$ cat config.mk
export PLATFORM = sky130hd
export DESIGN_NAME = pwm_tone_sequencer_unit
export DESIGN_NICKNAME = d
export VERILOG_FILES = /design/src/rtl/core/pts_pkg.sv /design/src/rtl/core/pts_ram.sv /design/src/rtl/core/pts_div.sv /design/src/rtl/core/pts_ctrl.sv /design/src/rtl/core/pts_dp.sv /design/src/rtl/core/pwm_tone_sequencer_unit.sv
export SDC_FILE = /design/constraint.sdc
export NUM_CORES = 2
export LEC_CHECK = 0
export BUFFER_PORTS_ARGS = -buffer_cell sky130_fd_sc_hd__buf_2
export CAP_MARGIN = 15
export CORE_ASPECT_RATIO = 0.8
export CORE_MARGIN = 1.5
export CORE_UTILIZATION = 30
export CTS_CLUSTER_DIAMETER = 60
export DETAILED_ROUTE_END_ITERATION = 10
export GPL_TIMING_DRIVEN = 0
export PLACE_DENSITY = 0.52
export SLEW_MARGIN = 30
export SYNTH_ARGS = -nofsm -noshare
export SYNTH_HDL_FRONTEND = slang
export SYNTH_HIERARCHICAL = 1
export SYNTH_SLANG_ARGS = --single-unit
$ cat constraint.sdc
create_clock -name clk_i -period 7.4 [get_ports clk_i]
set_clock_uncertainty 0.05 [all_clocks]
set_input_delay 1.48 -clock clk_i [delete_from_list [all_inputs] [get_ports clk_i]]
set_output_delay 1.48 -clock clk_i [all_outputs]
set_load 0.01 [all_outputs]
$ cat src/rtl/core/pts_pkg.sv
// Package: widths, codes, constants and control structs of the tone sequencer.
`default_nettype none

package pts_pkg;

  localparam int unsigned CMD_W      = 3;
  localparam int unsigned IDX_W      = 6;
  localparam int unsigned FREQ_W     = 16;
  localparam int unsigned DUR_W      = 24;
  localparam int unsigned VOL_W      = 4;
  localparam int unsigned CLK_W      = 29;
  localparam int unsigned PSC_W      = 16;
  localparam int unsigned DATA_W     = 32;
  localparam int unsigned CFG_IDX_W  = 2;
  localparam int unsigned CFG_DATA_W = 29;
  localparam int unsigned RATE_W     = 13;
  localparam int unsigned HUND_W     = 7;

  localparam int unsigned DEF_TONE_DEPTH = 64;
  localparam int unsigned DEF_VOLUME_MAX = 10;

  localparam logic [FREQ_W-1:0]  FREQ_MIN    = 16'd100;
  localparam logic [FREQ_W-1:0]  FREQ_MAX    = 16'd8000;
  localparam logic [RATE_W-1:0]  SILENT_RATE = 13'd100;
  localparam logic [CLK_W-1:0]   CLK_RESET   = 29'd16000000;
  localparam logic [PSC_W-1:0]   PSC_RESET   = 16'd1;

  // freq / 100 == (freq * RECIP_100) >> RECIP_SHIFT for freq <= 8000
  localparam int unsigned RECIP_SHIFT = 19;
  localparam int unsigned RECIP_W     = RATE_W + RATE_W;
  localparam logic [RATE_W-1:0] RECIP_100 = 13'd5243;

  // tone index reduction: floor(idx * ceil(2^16 / depth) / 2^16)
  localparam int unsigned IDX_RECIP_SHIFT = 16;

  typedef enum logic [CMD_W-1:0] {
    CMD_WRITE = 3'd0,
    CMD_PLAY  = 3'd1,
    CMD_BEEP  = 3'd2,
    CMD_STOP  = 3'd3,
    CMD_TICK  = 3'd4
  } cmd_e;

  typedef enum logic [CFG_IDX_W-1:0] {
    CFG_VOLUME = 2'd0,
    CFG_CLOCK  = 2'd1,
    CFG_PSC    = 2'd2
  } cfg_reg_e;

  typedef struct packed {
    logic take;
    logic set_play;
    logic ram_we;
    logic stop;
    logic tick_dec;
    logic tick_off;
    logic adv;
    logic ram_re;
    logic load_tone;
    logic end_seq;
    logic start;
    logic silence;
    logic mul;
    logic cnt;
    logic commit;
    logic set_ok;
    logic emit;
  } pts_cmd_t;

  typedef struct packed {
    logic on;
    logic seq;
    logic cnt_is_one;
    logic tone_end;
    logic tone_silent;
    logic tone_ok;
    logic div_done;
    logic out_free;
  } pts_stat_t;

endpackage

`default_nettype wire

$ cat src/rtl/core/pts_ram.sv
// Generic single-port-write RAM with registered read.
`default_nettype none

module pts_ram #(
  parameter int unsigned WIDTH = 8,
  parameter int unsigned DEPTH = 16
) (
  input  wire logic                     clk_i,
  input  wire logic                     we_i,
  input  wire logic [$clog2(DEPTH)-1:0] waddr_i,
  input  wire logic [WIDTH-1:0]         wdata_i,
  input  wire logic                     re_i,
  input  wire logic [$clog2(DEPTH)-1:0] raddr_i,
  output logic      [WIDTH-1:0]         rdata_o
);

  logic [WIDTH-1:0] mem_q [DEPTH];
  logic [WIDTH-1:0] rdata_q;

  always_ff @(posedge clk_i) begin
    if (we_i) begin
      mem_q[waddr_i] <= wdata_i;
    end
    if (re_i) begin
      rdata_q <= mem_q[raddr_i];
    end
  end

  assign rdata_o = rdata_q;

endmodule

`default_nettype wire

$ cat src/rtl/core/pts_div.sv
// Restoring divider, one quotient bit per cycle, for the timer period.
`default_nettype none

module pts_div (
  input  wire logic                       clk_i,
  input  wire logic                       rst_ni,
  input  wire logic                       start_i,
  input  wire logic [pts_pkg::CLK_W-1:0]  dividend_i,
  input  wire logic [pts_pkg::CLK_W-1:0]  divisor_i,
  output logic      [pts_pkg::CLK_W-1:0]  quotient_o,
  output logic                            done_o
);

  localparam int unsigned W    = pts_pkg::CLK_W;
  localparam int unsigned CntW = $clog2(W);

  logic            busy_q;
  logic [CntW-1:0] step_q;
  logic [W-1:0]    num_q;
  logic [W-1:0]    rem_q;
  logic [W-1:0]    den_q;
  logic [W:0]      trial;
  logic [W:0]      diff;
  logic            fits;

  assign trial = {rem_q, num_q[W-1]};
  assign diff  = trial - {1'b0, den_q};
  assign fits  = ~diff[W];

  always_ff @(posedge clk_i or negedge rst_ni) begin
    if (!rst_ni) begin
      busy_q <= 1'b0;
      step_q <= '0;
    end else if (start_i) begin
      busy_q <= 1'b1;
      step_q <= '0;
    end else if (busy_q) begin
      step_q <= step_q + CntW'(1);
      if (step_q == CntW'(W - 1)) begin
        busy_q <= 1'b0;
      end
    end
  end

  always_ff @(posedge clk_i) begin
    if (start_i) begin
      num_q <= dividend_i;
      rem_q <= '0;
      den_q <= divisor_i;
    end else if (busy_q) begin
      rem_q <= fits ? diff[W-1:0] : trial[W-1:0];
      num_q <= {num_q[W-2:0], fits};
    end
  end

  assign quotient_o = num_q;
  assign done_o     = busy_q && (step_q == CntW'(W - 1));

endmodule

`default_nettype wire

$ cat src/rtl/core/pts_ctrl.sv
// Controller: sequences each command through the datapath.
`default_nettype none

module pts_ctrl (
  input  wire logic                        clk_i,
  input  wire logic                        rst_ni,
  input  wire logic                        in_valid_i,
  input  wire logic [pts_pkg::CMD_W-1:0]   command_i,
  input  wire pts_pkg::pts_stat_t          stat_i,
  output logic                             in_stall_o,
  output pts_pkg::pts_cmd_t                cmd_o
);

  typedef enum logic [10:0] {
    S_IDLE   = 11'b000_0000_0001,
    S_WRITE  = 11'b000_0000_0010,
    S_TICK   = 11'b000_0000_0100,
    S_READ   = 11'b000_0000_1000,
    S_LOAD   = 11'b000_0001_0000,
    S_EVAL   = 11'b000_0010_0000,
    S_MUL    = 11'b000_0100_0000,
    S_CNT    = 11'b000_1000_0000,
    S_DIV    = 11'b001_0000_0000,
    S_COMMIT = 11'b010_0000_0000,
    S_FINISH = 11'b100_0000_0000
  } state_e;

  state_e state_q, state_d;
  logic   tick_mode_q, tick_mode_d;

  assign in_stall_o = (state_q != S_IDLE);

  always_comb begin
    state_d     = state_q;
    tick_mode_d = tick_mode_q;
    cmd_o       = '0;
    unique case (state_q)
      S_IDLE: begin
        if (in_valid_i) begin
          cmd_o.take  = 1'b1;
          tick_mode_d = 1'b0;
          unique case (command_i)
            pts_pkg::CMD_WRITE: state_d = S_WRITE;
            pts_pkg::CMD_PLAY: begin
              cmd_o.set_play = 1'b1;
              state_d        = S_READ;
            end
            pts_pkg::CMD_BEEP: state_d = S_EVAL;
            pts_pkg::CMD_STOP: begin
              cmd_o.stop = 1'b1;
              state_d    = S_FINISH;
            end
            pts_pkg::CMD_TICK: begin
              tick_mode_d = 1'b1;
              state_d     = S_TICK;
            end
            default: state_d = S_FINISH;
          endcase
        end
      end
      S_WRITE: begin
        cmd_o.ram_we = 1'b1;
        state_d      = S_FINISH;
      end
      S_TICK: begin
        state_d = S_FINISH;
        if (stat_i.on) begin
          cmd_o.tick_dec = 1'b1;
          if (stat_i.cnt_is_one) begin
            if (stat_i.seq) begin
              cmd_o.adv = 1'b1;
              state_d   = S_READ;
            end else begin
              cmd_o.tick_off = 1'b1;
            end
          end
        end
      end
      S_READ: begin
        cmd_o.ram_re = 1'b1;
        state_d      = S_LOAD;
      end
      S_LOAD: begin
        cmd_o.load_tone = 1'b1;
        state_d         = S_EVAL;
      end
      S_EVAL: begin
        state_d = S_FINISH;
        if (tick_mode_q && stat_i.tone_end) begin
          cmd_o.end_seq = 1'b1;
        end else if (tick_mode_q && stat_i.tone_silent) begin
          cmd_o.silence = 1'b1;
          state_d       = S_MUL;
        end else if (stat_i.tone_ok) begin
          cmd_o.start = 1'b1;
          state_d     = S_MUL;
        end
      end
      S_MUL: begin
        cmd_o.mul = 1'b1;
        state_d   = S_CNT;
      end
      S_CNT: begin
        cmd_o.cnt = 1'b1;
        state_d   = S_DIV;
      end
      S_DIV: begin
        if (stat_i.div_done) begin
          state_d = S_COMMIT;
        end
      end
      S_COMMIT: begin
        cmd_o.commit = 1'b1;
        cmd_o.set_ok = ~tick_mode_q;
        state_d      = S_FINISH;
      end
      S_FINISH: begin
        if (stat_i.out_free) begin
          cmd_o.emit = 1'b1;
          state_d    = S_IDLE;
        end
      end
      default: state_d = S_IDLE;
    endcase
  end

  always_ff @(posedge clk_i or negedge rst_ni) begin
    if (!rst_ni) begin
      state_q     <= S_IDLE;
      tick_mode_q <= 1'b0;
    end else begin
      state_q     <= state_d;
      tick_mode_q <= tick_mode_d;
    end
  end

endmodule

`default_nettype wire

$ cat src/rtl/core/pts_dp.sv
// Datapath: config registers, tone memory, timer math and result register.
`default_nettype none

module pts_dp #(
  parameter int unsigned TONE_DEPTH = pts_pkg::DEF_TONE_DEPTH,
  parameter int unsigned VOLUME_MAX = pts_pkg::DEF_VOLUME_MAX
) (
  input  wire logic                             clk_i,
  input  wire logic                             rst_ni,
  input  wire pts_pkg::pts_cmd_t                cmd_i,
  output pts_pkg::pts_stat_t                    stat_o,
  input  wire logic                             cfg_we_i,
  input  wire logic [pts_pkg::CFG_IDX_W-1:0]    cfg_index_i,
  input  wire logic [pts_pkg::CFG_DATA_W-1:0]   cfg_data_i,
  input  wire logic [pts_pkg::IDX_W-1:0]        tone_index_i,
  input  wire logic [pts_pkg::FREQ_W-1:0]       frequency_i,
  input  wire logic [pts_pkg::DUR_W-1:0]        duration_i,
  input  wire logic                             out_stall_i,
  output logic                                  out_valid_o,
  output logic                                  pwm_enabled_o,
  output logic      [pts_pkg::DATA_W-1:0]       pwm_period_o,
  output logic      [pts_pkg::DATA_W-1:0]       pwm_compare_o,
  output logic                                  playing_o,
  output logic                                  accepted_o
);

  localparam int unsigned IdxW      = pts_pkg::IDX_W;
  localparam int unsigned PosW      = $clog2(TONE_DEPTH);
  localparam int unsigned DW        = pts_pkg::DATA_W;
  localparam int unsigned FW        = pts_pkg::FREQ_W;
  localparam int unsigned LW        = pts_pkg::DUR_W;
  localparam int unsigned CW        = pts_pkg::CLK_W;
  localparam int unsigned RamW      = FW + LW;
  localparam int unsigned IdxProdW  = IdxW + pts_pkg::IDX_RECIP_SHIFT;
  localparam int unsigned IdxRecip  =
    (2 ** pts_pkg::IDX_RECIP_SHIFT + TONE_DEPTH - 1) / TONE_DEPTH;
  localparam int unsigned IdxBackW  = IdxW + $clog2(TONE_DEPTH + 1);
  localparam logic [5:0]  ShiftBase = 6'(VOLUME_MAX + 1);
  localparam logic [4:0]  VolMax    = 5'(VOLUME_MAX);

  // config
  logic [pts_pkg::VOL_W-1:0] vol_q;
  logic [CW-1:0]             clk_hz_q;
  logic [pts_pkg::PSC_W-1:0] psc_q;
  logic [pts_pkg::PSC_W-1:0] psc_eff;

  // architectural state
  logic [PosW-1:0] pos_q;
  logic            seq_q;
  logic            on_q;
  logic [DW-1:0]   count_q;
  logic [DW-1:0]   period_q;
  logic [DW-1:0]   compare_q;

  // work registers
  logic [PosW-1:0]                 idx_q;
  logic [FW-1:0]                   tf_q;
  logic [LW-1:0]                   td_q;
  logic [pts_pkg::RATE_W-1:0]      rate_q;
  logic                            silent_q;
  logic [CW-1:0]                   prod_q;
  logic [pts_pkg::RECIP_W-1:0]     recip_q;
  logic [DW-1:0]                   load_q;
  logic                            ok_q;

  // result register
  logic          out_valid_q;
  logic          out_en_q;
  logic [DW-1:0] out_period_q;
  logic [DW-1:0] out_compare_q;
  logic          out_play_q;
  logic          out_ok_q;

  logic [IdxProdW-1:0]       idx_prod;
  logic [IdxW-1:0]           idx_quo;
  logic [IdxBackW-1:0]       idx_back;
  logic [IdxW-1:0]           idx_rem;
  logic [PosW-1:0]           idx_mod;
  logic [PosW-1:0]           pos_next;
  logic [RamW-1:0]           ram_rdata;
  logic [CW-1:0]             quot;
  logic                      div_done;
  logic [pts_pkg::HUND_W-1:0] hundreds;
  logic [DW-1:0]             period_d;
  logic [5:0]                shift_amt;
  logic [DW-1:0]             cmp_d;
  logic                      out_free;

  // tone index modulo depth
  assign idx_prod = IdxProdW'(tone_index_i) * IdxProdW'(IdxRecip);
  assign idx_quo  = idx_prod[IdxProdW-1 -: IdxW];
  assign idx_back = IdxBackW'(idx_quo) * IdxBackW'(TONE_DEPTH);
  assign idx_rem  = tone_index_i - idx_back[IdxW-1:0];
  assign idx_mod  = PosW'(idx_rem);

  assign pos_next = (pos_q == PosW'(TONE_DEPTH - 1)) ? '0 : pos_q + PosW'(1);
  assign psc_eff  = (psc_q == '0) ? pts_pkg::PSC_RESET : psc_q;
  assign hundreds = pts_pkg::HUND_W'(recip_q >> pts_pkg::RECIP_SHIFT);

  assign period_d  = DW'(quot) - DW'(1);
  assign shift_amt = ShiftBase - {2'b00, vol_q};
  assign cmp_d     = (shift_amt >= 6'(DW)) ? '0 : (period_d >> shift_amt[4:0]);

  assign out_free  = ~out_valid_q | ~out_stall_i;

  pts_ram #(
    .WIDTH (RamW),
    .DEPTH (TONE_DEPTH)
  ) u_ram (
    .clk_i   (clk_i),
    .we_i    (cmd_i.ram_we),
    .waddr_i (idx_q),
    .wdata_i ({tf_q, td_q}),
    .re_i    (cmd_i.ram_re),
    .raddr_i (pos_q),
    .rdata_o (ram_rdata)
  );

  pts_div u_div (
    .clk_i      (clk_i),
    .rst_ni     (rst_ni),
    .start_i    (cmd_i.cnt),
    .dividend_i (clk_hz_q),
    .divisor_i  (prod_q),
    .quotient_o (quot),
    .done_o     (div_done)
  );

  always_ff @(posedge clk_i or negedge rst_ni) begin
    if (!rst_ni) begin
      vol_q    <= '0;
      clk_hz_q <= pts_pkg::CLK_RESET;
      psc_q    <= pts_pkg::PSC_RESET;
    end else if (cfg_we_i) begin
      unique case (cfg_index_i)
        pts_pkg::CFG_VOLUME: begin
          vol_q <= ({1'b0, cfg_data_i[3:0]} > VolMax) ? VolMax[3:0] : cfg_data_i[3:0];
        end
        pts_pkg::CFG_CLOCK: clk_hz_q <= cfg_data_i;
        pts_pkg::CFG_PSC:   psc_q    <= cfg_data_i[pts_pkg::PSC_W-1:0];
        default: ;
      endcase
    end
  end

  always_ff @(posedge clk_i or negedge rst_ni) begin
    if (!rst_ni) begin
      pos_q     <= '0;
      seq_q     <= 1'b0;
      on_q      <= 1'b0;
      count_q   <= '0;
      period_q  <= '0;
      compare_q <= '0;
    end else begin
      if (cmd_i.set_play) begin
        pos_q <= idx_mod;
        seq_q <= 1'b1;
      end
      if (cmd_i.stop || cmd_i.end_seq) begin
        on_q  <= 1'b0;
        seq_q <= 1'b0;
        pos_q <= '0;
      end
      if (cmd_i.tick_dec) begin
        count_q <= count_q - DW'(1);
      end
      if (cmd_i.tick_off) begin
        on_q <= 1'b0;
      end
      if (cmd_i.adv) begin
        pos_q <= pos_next;
      end
      if (cmd_i.commit) begin
        period_q  <= period_d;
        compare_q <= silent_q ? '0 : cmp_d;
        count_q   <= load_q;
        if (!silent_q) begin
          on_q <= 1'b1;
        end
      end
    end
  end

  always_ff @(posedge clk_i) begin
    if (cmd_i.take) begin
      idx_q <= idx_mod;
      tf_q  <= frequency_i;
      td_q  <= duration_i;
      ok_q  <= 1'b0;
    end
    if (cmd_i.load_tone) begin
      tf_q <= ram_rdata[RamW-1 -: FW];
      td_q <= ram_rdata[LW-1:0];
    end
    if (cmd_i.start) begin
      rate_q   <= tf_q[pts_pkg::RATE_W-1:0];
      silent_q <= 1'b0;
    end
    if (cmd_i.silence) begin
      rate_q   <= pts_pkg::SILENT_RATE;
      silent_q <= 1'b1;
    end
    if (cmd_i.mul) begin
      prod_q  <= CW'(rate_q) * CW'(psc_eff);
      recip_q <= pts_pkg::RECIP_W'(tf_q[pts_pkg::RATE_W-1:0]) *
                 pts_pkg::RECIP_W'(pts_pkg::RECIP_100);
    end
    if (cmd_i.cnt) begin
      load_q <= silent_q ? (DW'(td_q) + DW'(1))
                         : (DW'(hundreds) * DW'(td_q) + DW'(1));
    end
    if (cmd_i.commit) begin
      ok_q <= cmd_i.set_ok;
    end
  end

  always_ff @(posedge clk_i or negedge rst_ni) begin
    if (!rst_ni) begin
      out_valid_q <= 1'b0;
    end else if (cmd_i.emit) begin
      out_valid_q <= 1'b1;
    end else if (!out_stall_i) begin
      out_valid_q <= 1'b0;
    end
  end

  always_ff @(posedge clk_i) begin
    if (cmd_i.emit) begin
      out_en_q      <= on_q;
      out_period_q  <= period_q;
      out_compare_q <= compare_q;
      out_play_q    <= seq_q;
      out_ok_q      <= ok_q;
    end
  end

  assign stat_o.on          = on_q;
  assign stat_o.seq         = seq_q;
  assign stat_o.cnt_is_one  = (count_q == DW'(1));
  assign stat_o.tone_end    = (tf_q == '0) && (td_q == '0);
  assign stat_o.tone_silent = (tf_q == '0);
  assign stat_o.tone_ok     = (tf_q >= pts_pkg::FREQ_MIN) && (tf_q <= pts_pkg::FREQ_MAX) &&
                              (td_q != '0);
  assign stat_o.div_done    = div_done;
  assign stat_o.out_free    = out_free;

  assign out_valid_o   = out_valid_q;
  assign pwm_enabled_o = out_en_q;
  assign pwm_period_o  = out_period_q;
  assign pwm_compare_o = out_compare_q;
  assign playing_o     = out_play_q;
  assign accepted_o    = out_ok_q;

endmodule

`default_nettype wire

$ cat src/rtl/core/pwm_tone_sequencer_unit.sv
// Top level: buzzer PWM tone sequencer, controller plus datapath.
//
//   Port group   Handshake               Carries
//   cfg          cfg_we_i                cfg_index_i, cfg_data_i
//   in           in_valid_i / in_stall_o command, tone index, frequency, duration
//   out          out_valid_o/ out_stall_i pwm state, period, compare, playing, accepted
//
// One beat at a time. Stop and unused codes go straight to the finish state; a write and a
// tick that loads nothing pass the write or tick state. Invalid tones and end entries stop at
// evaluate. A beat that loads a tone runs multiply, count, 29-step period divider and commit.
// The next beat is taken while a finished result waits in the output register.
// A stalled result holds the following beat in its finish state.
// Reset is asynchronous, active low; the tone memory is not cleared.
`default_nettype none

module pwm_tone_sequencer_unit #(
  parameter int unsigned TONE_DEPTH = pts_pkg::DEF_TONE_DEPTH,
  parameter int unsigned VOLUME_MAX = pts_pkg::DEF_VOLUME_MAX
) (
  input  wire logic                             clk_i,
  input  wire logic                             rst_ni,
  input  wire logic                             cfg_we_i,
  input  wire logic [pts_pkg::CFG_IDX_W-1:0]    cfg_index_i,
  input  wire logic [pts_pkg::CFG_DATA_W-1:0]   cfg_data_i,
  input  wire logic                             in_valid_i,
  output logic                                  in_stall_o,
  input  wire logic [pts_pkg::CMD_W-1:0]        command_i,
  input  wire logic [pts_pkg::IDX_W-1:0]        tone_index_i,
  input  wire logic [pts_pkg::FREQ_W-1:0]       frequency_i,
  input  wire logic [pts_pkg::DUR_W-1:0]        duration_i,
  output logic                                  out_valid_o,
  input  wire logic                             out_stall_i,
  output logic                                  pwm_enabled_o,
  output logic      [pts_pkg::DATA_W-1:0]       pwm_period_o,
  output logic      [pts_pkg::DATA_W-1:0]       pwm_compare_o,
  output logic                                  playing_o,
  output logic                                  accepted_o
);

  pts_pkg::pts_cmd_t  cmd;
  pts_pkg::pts_stat_t stat;

  pts_ctrl u_ctrl (
    .clk_i      (clk_i),
    .rst_ni     (rst_ni),
    .in_valid_i (in_valid_i),
    .command_i  (command_i),
    .stat_i     (stat),
    .in_stall_o (in_stall_o),
    .cmd_o      (cmd)
  );

  pts_dp #(
    .TONE_DEPTH (TONE_DEPTH),
    .VOLUME_MAX (VOLUME_MAX)
  ) u_dp (
    .clk_i         (clk_i),
    .rst_ni        (rst_ni),
    .cmd_i         (cmd),
    .stat_o        (stat),
    .cfg_we_i      (cfg_we_i),
    .cfg_index_i   (cfg_index_i),
    .cfg_data_i    (cfg_data_i),
    .tone_index_i  (tone_index_i),
    .frequency_i   (frequency_i),
    .duration_i    (duration_i),
    .out_stall_i   (out_stall_i),
    .out_valid_o   (out_valid_o),
    .pwm_enabled_o (pwm_enabled_o),
    .pwm_period_o  (pwm_period_o),
    .pwm_compare_o (pwm_compare_o),
    .playing_o     (playing_o),
    .accepted_o    (accepted_o)
  );

endmodule

`default_nettype wire

After elaboration in Yosys (flattened, before gate mapping)
Memories as Yosys holds them, arrays and structs flattened. A register that Yosys moved wholly into a read port is not among the register bits.
Cells that the tools add are included.
{"block": "classes", "n_mul": 3, "shift": 1, "add_sub_neg": 8, "reduce_logical": 25, "eq_ne": 25, "muxes": 72, "magnitude_cmp": 4, "div": 0, "n_bitwise": 5}
{"operator": "32-bit 2-to-1 mux", "n": 5}
{"operator": "11-bit one-hot mux with 10 select lines", "n": 1}
{"operator": "11-bit 2-to-1 mux", "n": 9}
{"operator": "29-bit 2-to-1 mux", "n": 3}
{"operator": "16-bit 2-to-1 mux", "n": 3}
{"operator": "24-bit 2-to-1 mux", "n": 2}
{"operator": "11-bit one-hot mux with 4 select lines", "n": 1}
{"operator": "1-bit 2-to-1 mux", "n": 33}
{"operator": "31-bit by 1-bit adder with 32-bit output, second input constant", "n": 1}
{"operator": "32-bit by 1-bit equality test with 1-bit output, second input constant", "n": 1}
{"operator": "16-bit zero test", "n": 2}
{"operator": "32-bit by 5-bit right shift with 32-bit output", "n": 1}
{"operator": "32-bit by 1-bit subtractor with 32-bit output, second input constant", "n": 1}
{"operator": "7-bit by 24-bit multiplier with 31-bit output", "n": 1}
{"operator": "29-bit by 1-bit subtractor with 30-bit output, second input constant", "n": 1}
{"operator": "30-bit by 29-bit subtractor with 30-bit output", "n": 1}
{"operator": "13-bit by 16-bit multiplier with 29-bit output", "n": 1}
{"operator": "13-bit by 13-bit multiplier with 26-bit output, second input constant", "n": 1}
{"operator": "24-bit by 1-bit adder with 25-bit output, second input constant", "n": 1}
{"operator": "24-bit zero test", "n": 1}
{"operator": "6-bit 2-to-1 mux", "n": 4}
{"operator": "24-bit nonzero test", "n": 1}
{"operator": "16-bit by 7-bit >= comparator with 1-bit output, second input constant", "n": 1}
{"operator": "16-bit by 13-bit less-or-equal comparator with 1-bit output, second input constant", "n": 1}
{"operator": "41 further kinds", "n": 66}
{"block": "word_totals", "reg_bits": 474, "ramBits": 2560, "latchBits": 0, "in_bits": 85, "mem_count": 1, "word_cells": 175, "output_inout_bits": 69, "rom_bits": 0}
{"name": "u_dp.u_ram.mem_q", "words": 64, "word_bits": 40, "rd": 1, "rd_clocked_by_memory_dff": 1, "wr": 1, "line": "pts_ram.sv:17", "source": "logic [WIDTH-1:0] mem_q [DEPTH];"}

Logic depth before layout (Yosys ltp)
{"block": "logic_depth", "ltp_word": 12, "ltp_mapped": 23, "depth_no_buf": 22}

Modules after synthesis
The synthesis kept the hierarchy.
{"mod": "pts_ram", "area_per_inst_um2": 98236.7, "instances": 1, "seq_area_each_um2": 78074.9, "cells_each": 4195}
{"mod": "pts_dp", "area_per_inst_um2": 30659.4, "instances": 1, "seq_area_each_um2": 9499.1, "cells_each": 3036}
{"mod": "pts_div", "area_per_inst_um2": 5372.7, "instances": 1, "seq_area_each_um2": 2472.4, "cells_each": 499}
{"mod": "pts_ctrl", "area_per_inst_um2": 959.7, "instances": 1, "seq_area_each_um2": 301.5, "cells_each": 110}

Worst setup path before layout
No wires, ideal clock.
{"block": "synth_path", "path_kind": "input to register", "from": "input port out_stall_i", "to": "register u_dp.out_ok_q, in the netlist u_dp/accepted_o (enable)", "setup_ns": 0.569, "slack_ns": 0.622, "path_buffers": 1, "cell_stages": 4, "arrival_ns": 6.158, "t_required_ns": 6.781, "path_cell_list": "nand2_1 buf_4 inv_1 nor3_1"}
{"element": "start, declared", "line": "pwm_tone_sequencer_unit.sv:32", "source": "input wire logic out_stall_i,"}
{"element": "end signal, assigned", "line": "pts_dp.sv:233", "source": "out_ok_q <= ok_q;"}
{"element": "end, declared", "line": "pts_dp.sv:72", "source": "logic out_ok_q;"}

Final worst setup path
{"block": "layout_path", "from": "register u_dp/psc_q[6] (netlist bit)", "to": "register u_dp.prod_q[27], data pin"}
{"block": "layout_between", "elab_chain_cells": 3}
{"element": "start, declared", "line": "pts_dp.sv:44", "source": "logic [pts_pkg::PSC_W-1:0] psc_q;"}
{"element": "start signal, assigned", "line": "pts_dp.sv:133", "source": "psc_q <= pts_pkg::PSC_RESET;"}
{"element": "start signal, assigned", "line": "pts_dp.sv:140", "source": "pts_pkg::CFG_PSC: psc_q <= cfg_data_i[pts_pkg::PSC_W-1:0];"}
{"element": "16-bit zero test", "line": "pts_dp.sv:97", "source": "assign psc_eff = (psc_q == '0) ? pts_pkg::PSC_RESET : psc_q;"}
{"element": "16-bit 2-to-1 mux (*)", "line": "pts_dp.sv:97"}
{"element": "13-bit by 16-bit multiplier with 29-bit output (*)", "line": "pts_dp.sv:204", "source": "prod_q <= CW'(rate_q) * CW'(psc_eff);"}
{"element": "end signal, assigned", "line": "pts_dp.sv:204"}
{"element": "end, declared", "line": "pts_dp.sv:61", "source": "logic [CW-1:0] prod_q;"}
Mark *: on every way between the ends. The rest lies on a longest branch, timed or not.
A chain may end at the register's enable or synchronous reset.

==> metrics list <==
* Core region area: 449000 sq um
- The number of global-route vias before repair is 77900.
- Layer carrying the most global-route usage: met2
- The number of antenna violations at the first check in global routing is 33.
* Power density over the cells: 369 nW/um^2
- For this run, design rule violations remaining after detail routing come to 0.
* Post-Synthesis Cells: 7840
- After synthesis, the mean cell area works out to 17.2 sq um.
- Yosys reg bits: 3051
- The floorplan step set the die height to 604 um.
- In the global route stage, overall resource usage came out at 0.180.
- Critical path endpoint: u_dp/prod_q[27]
- Chip width: 754 um
* Leakage power figure: 55.1 nW
- The share of total power dissipated in sequential elements is 0.354.
* Maximum number of pins on one net before global-route repair: 66
- DRT Pass-1 Iters: 6
- Setup TNS: 0 ns
- The floorplan has 220 rows.
* CTS tree: built
* Hold Fails Final Rpt: 0
- After global routing the overflow that remains totals 0.
* Top area cells in the synthesized netlist: edfxtp_1, mux4_2, fa_1
* Syn_nets: 8518
- Max-slew headroom at the worst pin: 0.203
* Power dissipated by switching net loads: 0.0212 W
* Drt first-iter violations: 9029
- For this run, global-route usage on met3 was measured as 0.0279.
* Skew-Pair Late Insertion Delay: 0.95 ns
* Clock sink count: 3051
- Net total in the final layout: 9385
- During placement, the flow inserted port buffers numbering 153.
- TritonCTS created 316 clock buffers.
- Final Core Density: 0.360
* DRT Wirelength: 416 mm
- Data on the critical path is required at its endpoint by 7.91 ns.
* Capture instance of the worst register-to-register path: u_dp/prod_q[27]
- After synthesis the cells add up to 135000 sq um.
* Clock group share of total power: 0.260
* Post-synth cell types: 109
* Number of buffers on the longest clock path: 4
* Area Overhead vs Synth: 19.4%
* Clock Tree Root: clkbuf_16
* Met1 capacity usage during global routing: 0.269
- Transition time at the pin with the least slew margin: 1.18 ns
* Minimum clock period: 7.04 ns
- The Yosys step of the flow raised 6 warnings.
* Predominant post-synthesis flop cell: edfxtp_1
- Counting instances in the post-synthesis netlist gives the leading cell types as edfxtp_1, mux4_2, inv_1.
- Global routing met2 resource utilization: 0.272
- Critical path arrival: 7.55 ns
* Critical Path Sink Type: register
* Sequential-to-total area share from yosys stat: 0.668
- Nature of the critical path startpoint: register
* Hold slack: 0.369 ns
- Static timing analysis puts the maximum clock frequency at 0.142 GHz.
- H-tree Lvls: 5
- The first global-routing pass estimated 589 mm of wire.
- Post-synth EDFFs: 2838
- Clock input transition at the sequential cells of the worst setup and hold paths: 0.06 ns
* Number of vias in the routed layout: 78100
- Of the post-synthesis cell area, the dominant cell type holds 0.630.
* Post-DP Area: 151000 sq um
- Non-Filler Cell Area, Final: 161000 sq um
* DIE AREA: 455000 sq um
- Internal power comes to 0.0384 W.
* Class of the worst hold path: register to register
- Average routed wire per standard cell: 27.8 um
- Switching part of the total: 0.355
- Global placer's final weighted congestion: 0.849
- Detailed Place HPWL: 309 mm
- Worst reg2reg startpoint: u_dp/psc_q[6]
* Comb pwr share: 0.386
- Setup violations remaining at the end of the flow were counted as 0.
- Reg2reg path depth: 21
- The worst-case IR drop observed on VDD is 0.412 mV.
* Number of max-slew violations in the final report: 0
- I/O pins: 154
* Run status: complete, no violations
- Max-cap violations in this run came to 0.
* Setup repair after global routing missed its margin: no
- Once detail routing completed, the nets flagged for antenna violations numbered 0.
- Initial standard-cell utilization of the core: 0.301
* Most numerous cell in the Yosys netlist: edfxtp_1
* Tcrit/Tclk final: 0.952
- Number of buffers inserted for hold repair after clock tree synthesis: 0
- Setup slack of the worst register-to-register path: 0.36 ns
- WS Path Type: register to register
- In this run the worst path has a maximum fanout of 10.
* Fraction of layout instances using a drive strength above 1: 0.234
- Per-cell via count in the routed design: 5.23
- Cell type with the largest total area after synthesis: edfxtp_1
- Of all flip-flops after synthesis, the portion carrying an async set or reset was 0.0557.
* Crit. Startpoint: u_dp/psc_q[6]
[placed cells by master (no fill, tap or decap), drive strengths merged, types with 22 or more instances in the layout]
cell,count
xor2,69
nand3,62
o221ai,57
a21oi,213
nand2b,47
ha,272
nor2,295
bufinv,22
nor4,65
o22ai,146
a22oi,24
mux2i,182
buf,740
edfxtp,2838
a211oi,40
dfxtp,43
and3,22
a221oi,41
or3,29
fa,321
nand4,26
dfrtp,161
mux2,165
a21o,54
clkbuf,602
o22a,27
and2,145
clkinv,124
mux4,608
inv,496
nand2,415
o21ai,134
nor2b,49
nor3,54
o21a,22
xnor2,91
[critical path: stages, from the launching register on]
cell       delay [ns]
dfrtp_1          0.47
nor4_1           0.35
a41oi_2          0.29
clkbuf_4         0.28
nand2b_1         0.18
fa_1             0.47
fa_1             0.49
inv_1            0.05
fa_1             0.51
fa_1             0.55
inv_1            0.06
fa_1             0.54
inv_1            0.06
ha_1             0.37
nand2_1          0.11
o32ai_1          0.38
a21oi_2          0.16
a211oi_4         0.38
o21bai_1         0.18
a31oi_2          0.26
mux2i_2          0.29
o2111ai_4        0.22
[cells by family after synthesis]
group           count (synthesis)  share of synthesized area
mux                           955                      0.129
fa+ha+maj                     594                     0.0728
compound gates                905                     0.0449
buf+inv                       889                     0.0282
xor+xnor                      160                     0.0104
simple gates                 1286                     0.0470
flops                        3051                      0.668
[per-stage QoR]
stage	cells	total power (W)	worst slack, ns
2_1_floorplan	7840	0.0359	0.622
3_3_place_gp	14000	0.0436	-5.63
3_5_place_dp	14400	0.0444	-0.389
4_1_cts	14900	0.0600	0.0616
5_1_grt	14900	0.0626	0.0118
6_report	14900	0.0596	0.355
[metal layers]
| metal | up-vias | wire, um |
|---|---|---|
| li1 | 32200 | - |
| met4 | 8 | 11600 |
| met1 | 41700 | 186000 |
| met5 | - | 45 |
| met2 | 3584 | 183000 |
| met3 | 569 | 35100 |
[how the worst min path moves through the flow]
| stage | slack, ns | depth (start not counted) | from | endpoint |
|---|---|---|---|---|
| 2_1_floorplan | 0.35 | 0 | u_dp/ok_q | u_dp/accepted_o |
| 3_3_place_gp | 0.36 | 0 | u_dp/prod_q[10] | u_dp/u_div/den_q[10] |
| 6_report | 0.37 | 0 | u_dp/prod_q[8] | u_dp/u_div/den_q[8] |
| 4_1_cts | 0.37 | 0 | u_dp/prod_q[19] | u_dp/u_div/den_q[19] |
| 3_5_place_dp | 0.36 | 0 | u_dp/prod_q[1] | u_dp/u_div/den_q[1] |
| 5_1_grt | 0.37 | 0 | u_dp/prod_q[0] | u_dp/u_div/den_q[0] |
[registers in the layout, summed over array words and instances (netlist names), 4 cells and up]
signal,cells
u_dp/vol_q,4
u_dp/u_ram/rdata_o,40
u_dp/pos_q,6
u_dp/u_div/step_q,5
u_dp/u_div/quotient_o,29
u_dp/td_q,24
u_dp/tf_q,16
u_dp/u_div/den_q,29
u_dp/period_q,30
u_dp/rate_q,13
u_dp/idx_q,6
u_dp/pwm_compare_o,32
u_dp/count_q,32
u_dp/recip_q,7
u_dp/compare_q,32
u_dp/pwm_period_o,30
u_dp/clk_hz_q,29
u_dp/u_div/rem_q,29
u_dp/load_q,32
u_dp/prod_q,29
u_dp/u_ram/mem_q,2560
u_ctrl/state_q,11
u_dp/psc_q,16
[power by group through the flow]
stage / Sequential [W] / Clock (W) / Combinational (W)
2_1_floorplan: 0.0217 / 0 / 0.0142
3_3_place_gp: 0.0226 / 0 / 0.0210
3_5_place_dp: 0.0215 / 0 / 0.0229
4_1_cts: 0.0211 / 0.0158 / 0.0231
5_1_grt: 0.0211 / 0.0165 / 0.0250
6_report: 0.0211 / 0.0155 / 0.0230
[area by class of cell]
type | count | area [sq um]
sequential | 3051 | 90300
timing repair buffer | 550 | 8130
buffer | 408 | 2040
tap | 5994 | 7500
inverter | 480 | 1800
fill | 41800 | 288000
clock buffer | 384 | 8320
antenna | 7 | 17.5
clock inverter | 167 | 1500
multi-input combinational | 3900 | 41800
[repair_timing]
| action | CTS | global route |
|---|---|---|
| endpoints found under the setup margin | 3 | 5 |
| endpoints found under the hold margin | 0 | 0 |
| pin swaps | 0 | 2 |
| resized for setup | 4 | 11 |
| setup buffers | 1 | 4 |
(Power assumes the default switching activity.)
